--- config.mk ---
export PLATFORM = sky130hd
export DESIGN_NAME = moving_average_stability_filter
export DESIGN_NICKNAME = d
export VERILOG_FILES = /design/src/design/msf_pkg.sv /design/src/design/msf_div.sv /design/src/design/msf_core.sv /design/src/design/moving_average_stability_filter.sv
export SDC_FILE = /design/constraint.sdc
export NUM_CORES = 1
export LEC_CHECK = 0
export BUFFER_PORTS_ARGS = -buffer_cell sky130_fd_sc_hd__buf_2
export CAP_MARGIN = 20
export CORE_ASPECT_RATIO = 0.7
export CORE_MARGIN = 3
export CORE_UTILIZATION = 30
export CTS_BUF_LIST = sky130_fd_sc_hd__clkbuf_4
export CTS_CLUSTER_SIZE = 24
export DETAILED_ROUTE_END_ITERATION = 16
export GPL_TIMING_DRIVEN = 1
export PLACE_DENSITY = 0.46
export SYNTH_ARGS = -nofsm -noshare
export SYNTH_HDL_FRONTEND = slang
export SYNTH_SLANG_ARGS = --single-unit
--- constraint.sdc ---
create_clock -name clk -period 11.3 [get_ports clk]
set_input_delay 0.565 -clock clk [delete_from_list [all_inputs] [get_ports clk]]
set_output_delay 0.565 -clock clk [all_outputs]
set_load 0.01 [all_outputs]
--- src/design/msf_pkg.sv ---
// msf_pkg: shared types and constants for the moving average stability filter
// no dependencies; imported by msf_div, msf_core and the top level
package msf_pkg;

  localparam int SAMPLE_W           = 32;
  localparam int LIMIT_W            = 31;
  localparam int DEFAULT_WINDOW_LEN = 8;
  localparam int MAX_WINDOW_LEN     = 64;
  // remainder of a sample by the window length, sized for the largest window
  localparam int REM_W              = $clog2(MAX_WINDOW_LEN);

  localparam logic [LIMIT_W-1:0] DEFAULT_LIMIT = LIMIT_W'(20);

  typedef enum logic {
    CMD_PUSH  = 1'b0,
    CMD_CLEAR = 1'b1
  } cmd_t;

  // item after the divide stages: sample = quo * window_len + rem, 0 <= rem < window_len
  typedef struct packed {
    cmd_t                       cmd;
    logic signed [SAMPLE_W-1:0] sample;
    logic signed [SAMPLE_W-1:0] quo;
    logic [REM_W-1:0]           rem;
  } msf_item_t;

endpackage

--- src/design/msf_div.sv ---
// msf_div: input register and two stages that split each sample into
// floor quotient and remainder by the window length (reciprocal multiply)
// depends on msf_pkg
module msf_div import msf_pkg::*; #(
  parameter int WINDOW_LEN = DEFAULT_WINDOW_LEN
) (
  input  logic                       clk,
  input  logic                       rst,
  input  logic                       in_valid,
  output logic                       in_ready,
  input  logic                       cmd,
  input  logic signed [SAMPLE_W-1:0] sample,
  output logic                       dn_valid,
  input  logic                       dn_ready,
  output msf_item_t                  dn_item
);

  localparam int RW    = $clog2(WINDOW_LEN);
  localparam int MAG_W = SAMPLE_W - 1;
  localparam int PW    = MAG_W + SAMPLE_W;
  localparam int SHIFT = MAG_W + RW;
  localparam logic [63:0] RECIP_FULL = ((64'd1 << SHIFT) + 64'(WINDOW_LEN) - 64'd1)
                                       / 64'(WINDOW_LEN);
  localparam logic [SAMPLE_W-1:0] RECIP = RECIP_FULL[SAMPLE_W-1:0];
  localparam logic [MAG_W-1:0]    N_MAG = MAG_W'(WINDOW_LEN);
  localparam logic [RW-1:0]       N_M1  = RW'(WINDOW_LEN - 1);

  // stage 0: input register
  logic                       s0_valid;
  cmd_t                       s0_cmd;
  logic signed [SAMPLE_W-1:0] s0_sample;
  // stage 1: quotient of the magnitude
  logic                       s1_valid;
  cmd_t                       s1_cmd;
  logic signed [SAMPLE_W-1:0] s1_sample;
  logic                       s1_neg;
  logic [MAG_W-1:0]           s1_mag;
  logic [MAG_W-1:0]           s1_quo;

  logic             s0_ready;
  logic             s1_ready;
  logic             s2_ready;
  logic             neg;
  logic [MAG_W-1:0] mag;
  logic [PW-1:0]    prod;
  logic [MAG_W-1:0] quo_mag;
  logic [MAG_W-1:0] quo_times_n;
  logic [MAG_W-1:0] rem_wide;
  logic [RW-1:0]    rem_mag;
  logic [RW-1:0]    rem_floor;
  msf_item_t        item_next;

  assign s2_ready = !dn_valid || dn_ready;
  assign s1_ready = !s1_valid || s2_ready;
  assign s0_ready = !s0_valid || s1_ready;
  assign in_ready = s0_ready;

  // negative samples use ~s, which is non-negative; floor quotient is then ~q
  always_comb begin
    neg     = s0_sample[SAMPLE_W-1];
    mag     = neg ? ~s0_sample[MAG_W-1:0] : s0_sample[MAG_W-1:0];
    prod    = {{SAMPLE_W{1'b0}}, mag} * {{MAG_W{1'b0}}, RECIP};
    quo_mag = MAG_W'(prod >> SHIFT);
  end

  always_comb begin
    quo_times_n       = s1_quo * N_MAG;
    rem_wide          = s1_mag - quo_times_n;
    rem_mag           = rem_wide[RW-1:0];
    rem_floor         = s1_neg ? (N_M1 - rem_mag) : rem_mag;
    item_next.cmd     = s1_cmd;
    item_next.sample  = s1_sample;
    item_next.quo     = s1_neg ? ~$signed({1'b0, s1_quo}) : $signed({1'b0, s1_quo});
    item_next.rem     = REM_W'(rem_floor);
  end

  always_ff @(posedge clk) begin
    if (rst) begin
      s0_valid <= 1'b0;
      s1_valid <= 1'b0;
      dn_valid <= 1'b0;
    end else begin
      if (s0_ready) s0_valid <= in_valid;
      if (s1_ready) s1_valid <= s0_valid;
      if (s2_ready) dn_valid <= s1_valid;
    end
  end

  always_ff @(posedge clk) begin
    if (s0_ready) begin
      s0_cmd    <= cmd_t'(cmd);
      s0_sample <= sample;
    end
    if (s1_ready) begin
      s1_cmd    <= s0_cmd;
      s1_sample <= s0_sample;
      s1_neg    <= neg;
      s1_mag    <= mag;
      s1_quo    <= quo_mag;
    end
    if (s2_ready) begin
      dn_item <= item_next;
    end
  end

endmodule

--- src/design/msf_core.sv ---
// msf_core: window state, sample ring memory, settling counter, limit
// register and result register
// depends on msf_pkg; fed by msf_div
module msf_core import msf_pkg::*; #(
  parameter int WINDOW_LEN = DEFAULT_WINDOW_LEN
) (
  input  logic                       clk,
  input  logic                       rst,
  input  logic                       cfg_wr_en,
  input  logic [LIMIT_W-1:0]         cfg_wr_data,
  input  logic                       dn_valid,
  output logic                       dn_ready,
  input  msf_item_t                  dn_item,
  output logic                       out_valid,
  input  logic                       out_ready,
  output logic signed [SAMPLE_W-1:0] average,
  output logic                       is_stable
);

  localparam int RW  = $clog2(WINDOW_LEN);
  localparam int QSW = SAMPLE_W + 1;
  localparam int CW  = $clog2(WINDOW_LEN + 2);
  localparam int DW  = SAMPLE_W + 1;
  localparam logic [RW-1:0]        LAST_SLOT = RW'(WINDOW_LEN - 1);
  localparam logic [CW-1:0]        CNT_MAX   = CW'(WINDOW_LEN + 1);
  localparam logic signed [RW+1:0] N_S       = (RW+2)'(WINDOW_LEN);

  // ring holds each sample as floor quotient and remainder
  logic signed [SAMPLE_W-1:0] ring_q [WINDOW_LEN];
  logic [RW-1:0]              ring_r [WINDOW_LEN];
  logic signed [SAMPLE_W-1:0] rd_q;
  logic [RW-1:0]              rd_r;
  logic [WINDOW_LEN-1:0]      slot_vld;

  logic [LIMIT_W-1:0]         error_limit;
  logic [RW-1:0]              write_slot;
  logic signed [QSW-1:0]      sum_q;
  logic [RW-1:0]              sum_r;
  logic signed [SAMPLE_W-1:0] current_mean;
  logic [CW-1:0]              match_count;

  logic                       process;
  logic                       push;
  logic                       clear;
  logic signed [SAMPLE_W-1:0] old_q;
  logic [RW-1:0]              old_r;
  logic [RW-1:0]              new_r;
  logic signed [RW+1:0]       r_tot;
  logic signed [RW+1:0]       r_fix;
  logic signed [1:0]          carry;
  logic [RW-1:0]              write_slot_next;
  logic signed [QSW-1:0]      sum_q_next;
  logic [RW-1:0]              sum_r_next;
  logic                       round_up;
  logic signed [QSW-1:0]      mean_full;
  logic signed [SAMPLE_W-1:0] mean_next;
  logic signed [DW-1:0]       diff;
  logic [DW-1:0]              abs_diff;
  logic                       steady;
  logic [CW-1:0]              match_count_next;

  assign dn_ready = !out_valid || out_ready;
  assign process  = dn_valid && dn_ready;
  assign push     = process && (dn_item.cmd == CMD_PUSH);
  assign clear    = process && (dn_item.cmd == CMD_CLEAR);

  always_comb begin
    old_q = slot_vld[write_slot] ? rd_q : '0;
    old_r = slot_vld[write_slot] ? rd_r : '0;
    new_r = dn_item.rem[RW-1:0];

    // remainder sum kept in [0, N), overflow moves into the quotient sum
    r_tot = $signed({2'b00, sum_r}) + $signed({2'b00, new_r}) - $signed({2'b00, old_r});
    if (r_tot < 0) begin
      r_fix = r_tot + N_S;
      carry = -2'sd1;
    end else if (r_tot >= N_S) begin
      r_fix = r_tot - N_S;
      carry = 2'sd1;
    end else begin
      r_fix = r_tot;
      carry = 2'sd0;
    end
    sum_r_next = r_fix[RW-1:0];
    sum_q_next = sum_q + QSW'(dn_item.quo) - QSW'(old_q) + QSW'(carry);

    // floor to truncation toward zero
    round_up  = (sum_q_next < 0) && (sum_r_next != '0);
    mean_full = sum_q_next + $signed({{(QSW-1){1'b0}}, round_up});
    mean_next = mean_full[SAMPLE_W-1:0];

    diff     = DW'(current_mean) - DW'(dn_item.sample);
    abs_diff = diff[DW-1] ? DW'(-diff) : DW'(diff);
    steady   = abs_diff <= {{(DW-LIMIT_W){1'b0}}, error_limit};

    if (!steady) begin
      match_count_next = '0;
    end else if (match_count == CNT_MAX) begin
      match_count_next = match_count;
    end else begin
      match_count_next = match_count + 1'b1;
    end

    if (rst) begin
      write_slot_next = '0;
    end else if (push) begin
      write_slot_next = (write_slot == LAST_SLOT) ? '0 : write_slot + 1'b1;
    end else begin
      write_slot_next = write_slot;
    end
  end

  // ring memory: one write at the current slot, registered read of the next one
  always_ff @(posedge clk) begin
    if (push) begin
      ring_q[write_slot] <= dn_item.quo;
      ring_r[write_slot] <= new_r;
    end
    rd_q <= ring_q[write_slot_next];
    rd_r <= ring_r[write_slot_next];
  end

  always_ff @(posedge clk) begin
    if (rst) begin
      error_limit  <= DEFAULT_LIMIT;
      write_slot   <= '0;
      slot_vld     <= '0;
      sum_q        <= '0;
      sum_r        <= '0;
      current_mean <= '0;
      match_count  <= '0;
      out_valid    <= 1'b0;
    end else begin
      write_slot <= write_slot_next;
      if (cfg_wr_en) begin
        error_limit <= cfg_wr_data;
      end else if (clear && (error_limit == '0)) begin
        error_limit <= DEFAULT_LIMIT;
      end
      if (clear) begin
        slot_vld     <= '0;
        sum_q        <= '0;
        sum_r        <= '0;
        current_mean <= '0;
        match_count  <= '0;
      end else if (push) begin
        slot_vld[write_slot] <= 1'b1;
        sum_q                <= sum_q_next;
        sum_r                <= sum_r_next;
        current_mean         <= mean_next;
        match_count          <= match_count_next;
      end
      if (process) begin
        out_valid <= 1'b1;
      end else if (out_ready) begin
        out_valid <= 1'b0;
      end
    end
  end

  always_ff @(posedge clk) begin
    if (clear) begin
      average   <= '0;
      is_stable <= 1'b0;
    end else if (push) begin
      average   <= mean_next;
      is_stable <= (match_count_next == CNT_MAX);
    end
  end

  a_clear_result: assert property (@(posedge clk) disable iff (rst)
    clear |=> (average == '0) && !is_stable && (match_count == '0))
    else $error("clear item did not give a zero result");

  a_result_tracks_state: assert property (@(posedge clk) disable iff (rst)
    process |=> (average == current_mean) && (is_stable == (match_count == CNT_MAX)))
    else $error("result register differs from window state");

  a_rem_sum_range: assert property (@(posedge clk) disable iff (rst)
    sum_r <= LAST_SLOT)
    else $error("remainder sum left its range");

  a_slot_advance: assert property (@(posedge clk) disable iff (rst)
    (push && (write_slot != LAST_SLOT)) |=> (write_slot == $past(write_slot) + 1'b1))
    else $error("write slot did not advance on a pushed sample");

endmodule

--- src/design/moving_average_stability_filter.sv ---
// moving_average_stability_filter: top level of the boxcar average with settling detect
// instantiates msf_div and msf_core; depends on msf_pkg
//
//   channel  | handshake              | payload
//   ---------+------------------------+----------------------------------
//   input    | in_valid / in_ready    | cmd, sample
//   result   | out_valid / out_ready  | average, is_stable
//   config   | cfg_wr_en (no wait)    | cfg_wr_data -> error_limit
//
// one item per cycle sustained while out_ready is held high; a result is valid once its item
// has passed the input register, two divide stages and the result register
// the window state updates as each item is taken in msf_core, so items flow back to back
// stalls on out_ready back up through the stages; a stage empties into a free one
// reset clears all control state, the window and sets error_limit to 20; no clearing pass
module moving_average_stability_filter import msf_pkg::*; #(
  parameter int WINDOW_LEN = DEFAULT_WINDOW_LEN
) (
  input  logic                       clk,
  input  logic                       rst,
  input  logic                       cfg_wr_en,
  input  logic [LIMIT_W-1:0]         cfg_wr_data,
  input  logic                       in_valid,
  output logic                       in_ready,
  input  logic                       cmd,
  input  logic signed [SAMPLE_W-1:0] sample,
  output logic                       out_valid,
  input  logic                       out_ready,
  output logic signed [SAMPLE_W-1:0] average,
  output logic                       is_stable
);

  logic      dn_valid;
  logic      dn_ready;
  msf_item_t dn_item;

  msf_div #(
    .WINDOW_LEN(WINDOW_LEN)
  ) u_div (
    .clk      (clk),
    .rst      (rst),
    .in_valid (in_valid),
    .in_ready (in_ready),
    .cmd      (cmd),
    .sample   (sample),
    .dn_valid (dn_valid),
    .dn_ready (dn_ready),
    .dn_item  (dn_item)
  );

  msf_core #(
    .WINDOW_LEN(WINDOW_LEN)
  ) u_core (
    .clk         (clk),
    .rst         (rst),
    .cfg_wr_en   (cfg_wr_en),
    .cfg_wr_data (cfg_wr_data),
    .dn_valid    (dn_valid),
    .dn_ready    (dn_ready),
    .dn_item     (dn_item),
    .out_valid   (out_valid),
    .out_ready   (out_ready),
    .average     (average),
    .is_stable   (is_stable)
  );

endmodule
==> results of run 1 <==
sequential cells by signal, indices dropped and copies added (netlist names), 3 cells and up:
register	count
u_core.average	32
u_div.s1_mag	3
u_core.sum_r	3
u_div.s1_quo	28
u_core.slot_vld	8
u_core.rd_q	29
u_core.current_mean	32
u_core.match_count	4
u_core.sum_q	33
u_div.s1_sample	31
u_core.error_limit	31
u_core.rd_r	3
u_core.ring_q	232
u_core.write_slot	3
u_div.dn_item	65
u_div.s0_sample	32
u_core.ring_r	24
metrics by stage:
step / std cells / utilization [%] / area, um^2
final: 3999 / 35.7 / 33900
after floorplan: 2366 / - / 29100
after CTS: 3992 / 35.6 / 33900
after detailed placement: 3649 / 32.8 / 31200
after global placement: 3649 / 32.8 / 31200
after global routing: 3996 / 35.7 / 33900
power breakdown:
| group | total (uW) | leakage [uW] | switching [uW] | internal [uW] |
|---|---|---|---|---|
| Combinational | 2620 | 0.00627 | 1660 | 952 |
| Clock | 1940 | 0.00119 | 935 | 1010 |
| Sequential | 2670 | 0.00552 | 150 | 2520 |
placed cells by master (no fill, tap or decap), types with 44 or more instances in the layout:
| cell type | synthesis | layout |
|---|---|---|
| a21oi_1 | 122 | 120 |
| a22oi_1 | 52 | 52 |
| buf_2 | 3 | 103 |
| clkbuf_4 | 0 | 231 |
| dfxtp_1 | 183 | 183 |
| dlygate4sd3_1 | 0 | 67 |
| edfxtp_1 | 418 | 418 |
| fa_1 | 65 | 65 |
| ha_1 | 107 | 107 |
| inv_1 | 182 | 181 |
| mux4_2 | 66 | 66 |
| nand2_1 | 164 | 163 |
| nor2_1 | 194 | 191 |
| nor2b_1 | 45 | 45 |
| o21ai_0 | 71 | 70 |
| xnor2_1 | 44 | 44 |
| xor2_1 | 108 | 108 |
per-layer routing:
| layer | global-route usage, % | share of wire [%] | up-vias |
|---|---|---|---|
| met5 | 0 | 0.015 | - |
| met3 | 5.10 | 7.8 | 95 |
| li1 | - | - | 9232 |
| met4 | 4.95 | 1.6 | 2 |
| met1 | 27.2 | 53 | 9883 |
| met2 | 21.9 | 38 | 582 |
worst paths after layout:
| check | startpoint | endpoint | slack (ns) | cells past startpoint |
|---|---|---|---|---|
| hold / removal | cfg_wr_en | u_core.error_limit[2] | 0.21 | 4 |
| setup reg to reg | u_core.write_slot[0] | u_core.current_mean[28] | 1.57 | 31 |
| setup / recovery | u_core.write_slot[0] | u_core.current_mean[28] | 1.57 | 31 |
| hold reg to reg | u_div.s1_sample[9] | u_div.dn_item[47] | 0.41 | 0 |
worst reg2reg max path: cells and delay by family (launching register included):
family | cells | cell delay (ns)
buf+inv | 1 | 0.08
xor+xnor | 2 | 0.35
fa+ha+maj | 7 | 2.98
simple gates | 10 | 1.95
mux | 3 | 1.00
compound gates | 8 | 2.52
flops | 1 | 0.73
area by class of cell:
cell class / count / area (um^2) / area share (%)
diodes: 6 / 15.0 / 0.0443
clock buffers: 231 / 1730 / 5.11
clock inverters: 45 / 280 / 0.826
inverters: 182 / 683 / 2.01
multi-input cells: 1485 / 12000 / 35.3
flip-flops and latches: 601 / 16200 / 47.8
well taps: 1248 / 1560 / 4.60
repair buffers: 201 / 1440 / 4.24
synthesized netlist by cell type (10+ instances only):
library cell  number
a211oi_1          27
a21o_1            42
a21oi_1          122
a22oi_1           52
a31oi_1           18
and2_1            16
and3_1            20
buf_1             19
clkbuf_1          74
dfxtp_1          183
edfxtp_1         418
fa_1              65
ha_1             107
inv_1            182
mux2_2            34
mux2i_1           10
mux4_2            66
nand2_1          164
nand2b_1          15
nand3_1           26
nand4_1           30
nor2_1           194
nor2b_1           45
nor3_1            29
nor4_1            20
o211ai_1          11
o21a_1            22
o21ai_0           71
or3_1             13
xnor2_1           44
xor2_1           108
cells by family (layout without fill, tap and decap cells):
family | after synthesis | in the layout | share of synthesized area (%)
buffers and inverters | 280 | 659 | 3.63
and+or+nand+nor | 620 | 620 | 10.4
AOI/OAI and AO/OA | 431 | 431 | 9.79
xor gates and xnor gates | 152 | 152 | 4.57
muxes | 110 | 110 | 6.77
other | 0 | 6 | 0
adders and majority gates | 172 | 172 | 9.07
DFF | 601 | 601 | 55.7
==> flow_summary.toml, run 1 <==
[status]
status = "finished, final reports clean"

[logic_synthesis]
synth_top_flop_cell = "edfxtp_1"
ys_ff_latch = 601
netlist_top_cells_area = "edfxtp_1 43%, dfxtp_1 13%, mux4_2 5.1%"
synth.top_cell.area_share_pct = 43.1
netlist_instances = 2366
synth_async_sr_flop_share_pct = 0
yosys_warnings = 0
synth_area_per_cell_um2 = 12.3
yosysTopAreaCell = "edfxtp_1"
ys_types = 83
syn-num-nets = 2607
syn_area_um2 = 29100
ys_seq_area_share_pct = 55.7
synth_edf_count = 418

[drt]
wire_per_inst_um = 21.6
viasPerCell = 4.95
route.antenna.remaining_nets = 0
drt_pre_antenna_iters = 5
route.vias.total = 19800
wl_um = 86500
drc = 0
drtIter0Drc = 1687

[timing]
tns_ns = 0
fmax_mhz = 103
fin_crit_ns = 9.73
finalMaxSlewViolations = 0
setup_viol = 0
rsz0062_at_grt = "no"
worst_slew_pin_slew_ns = 1.10
fin_skew_ns = 0.0508
period_share_pct = 86.1
holdWs_ns = 0.213
worst_slack_ns = 1.57
hold_violations = 0
slew_headroom_pct = 26.9

[die]
io_pins = 104
placementRows = 94
die_w_um = 378
start_util_pct = 30.6
dieArea_um2 = 101000
dieHeight_um = 267
core-area_um2 = 95000

[grt]
grt_max_degree = 72
grtUsageTotal_pct = 17.2
grt_pass1_vias = 19600
grt-ovfl-total = 0
grt_pass1_wl_um = 127000
antenna_found_initial = 6

[layout]
drive_gt1_share_pct = 19.1
fillers = 9385
layout.nets = 2863
area_delta_synth_final_pct = 16.6

[power_and_ir_drop]
p_leak_uw = 0.0130
peakVddDrop_mv = 0.135
finalPower_uw = 7220
power_density_nw_per_um2 = 213

[placement]
gp_congestion = 0.840
pre_cts_slack_ns = 1.66
dp_hpwl_um = 61600
numPortBuffers = 103

[critical_path]
slowest_stage = "dfxtp_1"
critPathBufInv = 1
required_ns = 12.18
start_kind = "flip-flop"
cpPeakStageDelay_ns = 0.73
crit_family = "adder cells"
path_max_fanout = 12
cp_common_cell = "fa_1"
critPathArrivalTime_ns = 10.61
critPathCaptureType = "flip-flop"
crit_type = "flip-flop to flip-flop"

[flow_run]
maxCapViolCount = 0

[clock_network]
clock_tree.root_cell = "clkbuf_4"
clock_sinks = 601
clkLatencyLatePin_ns = 1.01
htreeDepth = 4
postCtsSetupRepairBufs = 0
cts.repair.resized = 0
path_clk_slew_ns = 0.07
cts_max_path_buffers = 3
ctsHoldBuffers = 67
cts_tree = "yes"
cts_made_buffers = 151

[min_path]
hp-class = "input port to flip-flop"
No activity file was read; power rests on OpenSTA's default activity.
==> run 2, diff against run 1 <==
--- a/config.mk
+++ b/config.mk
@@ -15,6 +15,8 @@
 export DETAILED_ROUTE_END_ITERATION = 16
 export GPL_TIMING_DRIVEN = 1
 export PLACE_DENSITY = 0.46
+export RECOVER_POWER = 50
+export REMOVE_ABC_BUFFERS = 1
 export SYNTH_ARGS = -nofsm -noshare
 export SYNTH_HDL_FRONTEND = slang
 export SYNTH_SLANG_ARGS = --single-unit
==> run 2 against run 1 <==
Against the previous run: the run now ends with capacitance limit, slew limit left; combinational power down 2%; critical path depth did not move; clock skew fell by 0.0030 ns; sequential share of layout area hardly changed; first-iteration DRC count decreased by 14%; final area barely moved; non-clock buffer count down 1; hold slack better by 0.0017 ns; clock power is 4% higher; fmax fell by 4.0%; highest routed layer is now met4.
==> flow_summary.toml, run 2 (synthesis gave the netlist of run 1 again) <==
[timing]
tns_ns = 0
period_share_pct = 89.7
finalMaxSlewViolations = 276
holdWs_ns = 0.215
worst_slack_ns = 1.16
fmax_mhz = 98.7
hold_violations = 0
setup_viol = 0
worst_slew_pin_slew_ns = 4.36
slew_headroom_pct = -190
fin_skew_ns = 0.0478
fin_crit_ns = 10.14
rsz0062_at_grt = "no"

[die]
dieArea_um2 = 101000
start_util_pct = 30.6
core-area_um2 = 95000
die_w_um = 378
placementRows = 94
dieHeight_um = 267
io_pins = 104

[clock_network]
htreeDepth = 4
path_clk_slew_ns = 0.07
postCtsSetupRepairBufs = 0
cts_max_path_buffers = 3
cts.repair.resized = 0
cts_tree = "yes"
clkLatencyLatePin_ns = 1.00
clock_sinks = 601
cts_made_buffers = 151
clock_tree.root_cell = "clkbuf_4"

[drt]
drtIter0Drc = 1454
wire_per_inst_um = 20.0
drt_pre_antenna_iters = 5
route.antenna.remaining_nets = 0
route.vias.total = 19800
wl_um = 79800
drc = 0
viasPerCell = 4.95

[critical_path]
critPathCaptureType = "flip-flop"
crit_family = "adder cells"
cp_common_cell = "fa_1"
slowest_stage = "dfxtp_1"
critPathArrivalTime_ns = 11.01
reg2reg_setup_slack_ns = 1.16
start_kind = "flip-flop"
cpPeakStageDelay_ns = 0.65
critPathBufInv = 1
required_ns = 12.17
path_max_fanout = 12
crit_type = "flip-flop to flip-flop"

[layout]
fillers = 9410
largest_reg_flops = 232
drive_gt1_share_pct = 19.1
reg_top3 = "u_core.ring_q: 232 flops, u_div.dn_item: 65 flops, u_core.sum_q: 33 flops"
mostFrequentLayoutCells = "418 x edfxtp_1, 244 x clkbuf_4, 191 x nor2_1"
regMostFlops = "u_core.ring_q"
layout.nets = 2862
fin_cells = 3998
final_common_cell = "edfxtp_1"
area_delta_synth_final_pct = 16.7

[placement]
numPortBuffers = 103
dp_cells = 3648
dp_hpwl_um = 54400
gp_congestion = 0.833
pre_cts_slack_ns = 1.44

[grt]
grtUsageTotal_pct = 16.0
grt_pass1_wl_um = 122000
grt_max_degree = 71
grt-ovfl-total = 0
grt_pass1_vias = 20000
antenna_found_initial = 5

[status]
status = "finished with violations"
violations = "capacitance limit, slew limit"

[power_and_ir_drop]
power_density_nw_per_um2 = 214
p_leak_uw = 0.0130
peakVddDrop_mv = 0.127

[min_path]
hp-class = "input port to flip-flop"

[flow_run]
maxCapViolCount = 6
==> run 2: cell count changes in the layout (fill, tap and decap cells not counted), sizes merged <==
cell / delta
bufinv: +2
diode: -2
buf: -12
inv: +1
clkbuf: +24
clkinvlp: -1
clkinv: -13
==> run 2: repair_timing <==
| item | in CTS | in global routing |
|---|---|---|
| hold buffers | 67 | 0 |
| endpoints found under the hold margin | 69 | 0 |
| setup endpoints to repair | 0 | 0 |
==> run 2: worst register-to-register path, delay by kind of cell (launching register included) <==
kind                     cells  cell delay [ns]
XOR/XNOR                     2             0.77
AO/OA/AOI/OAI                8             2.39
flip-flops                   1             0.65
buffers and inverters        1             0.08
multiplexers                 3             1.07
AND/OR/NAND/NOR             10             2.10
adder cells (fa/ha/maj)      7             2.90
==> run 2: cell type report <==
type	count	area (um^2)	share of cell area, %
Clock inverter	34	282	0.829
Inverter	182	683	2.01
Clock buffer	244	1830	5.40
Timing Repair Buffer	200	1400	4.11
Sequential cell	601	16200	47.8
Antenna cell	4	10.0	0.0295
Tap cell	1248	1560	4.60
Multi-Input combinational cell	1485	12000	35.3
==> run 2: through the flow <==
stage,utilization (%),total power (uW),area (um^2)
floorplan,-,4430,28700
global placement,32.8,5220,31200
detailed placement,32.8,5220,31200
CTS,35.7,7310,33900
global route,35.7,7760,33900
finish,35.7,7250,33900
==> run 2: power by group <==
group	switching (uW)	internal (uW)
registers	146	2520
logic	1630	948
clock network	915	1090
==> run 2: per-layer routing <==
metal / vias to the layer above / share of wire [%] / GRT usage, %
li1: 9224 / - / -
met1: 9918 / 53 / 25.1
met2: 556 / 39 / 21.2
met3: 94 / 6.4 / 3.84
met4: 0 / 1.5 / 4.93
met5: - / 0 / 0
==> run 2: final timing paths <==
kind,start,to,cells past startpoint
max,u_core.write_slot[0],u_core.current_mean[28],31
min,cfg_wr_en,u_core.error_limit[17],3
max reg2reg,u_core.write_slot[0],u_core.current_mean[28],31
min reg2reg,u_div.s1_sample[30],u_div.dn_item[68],0
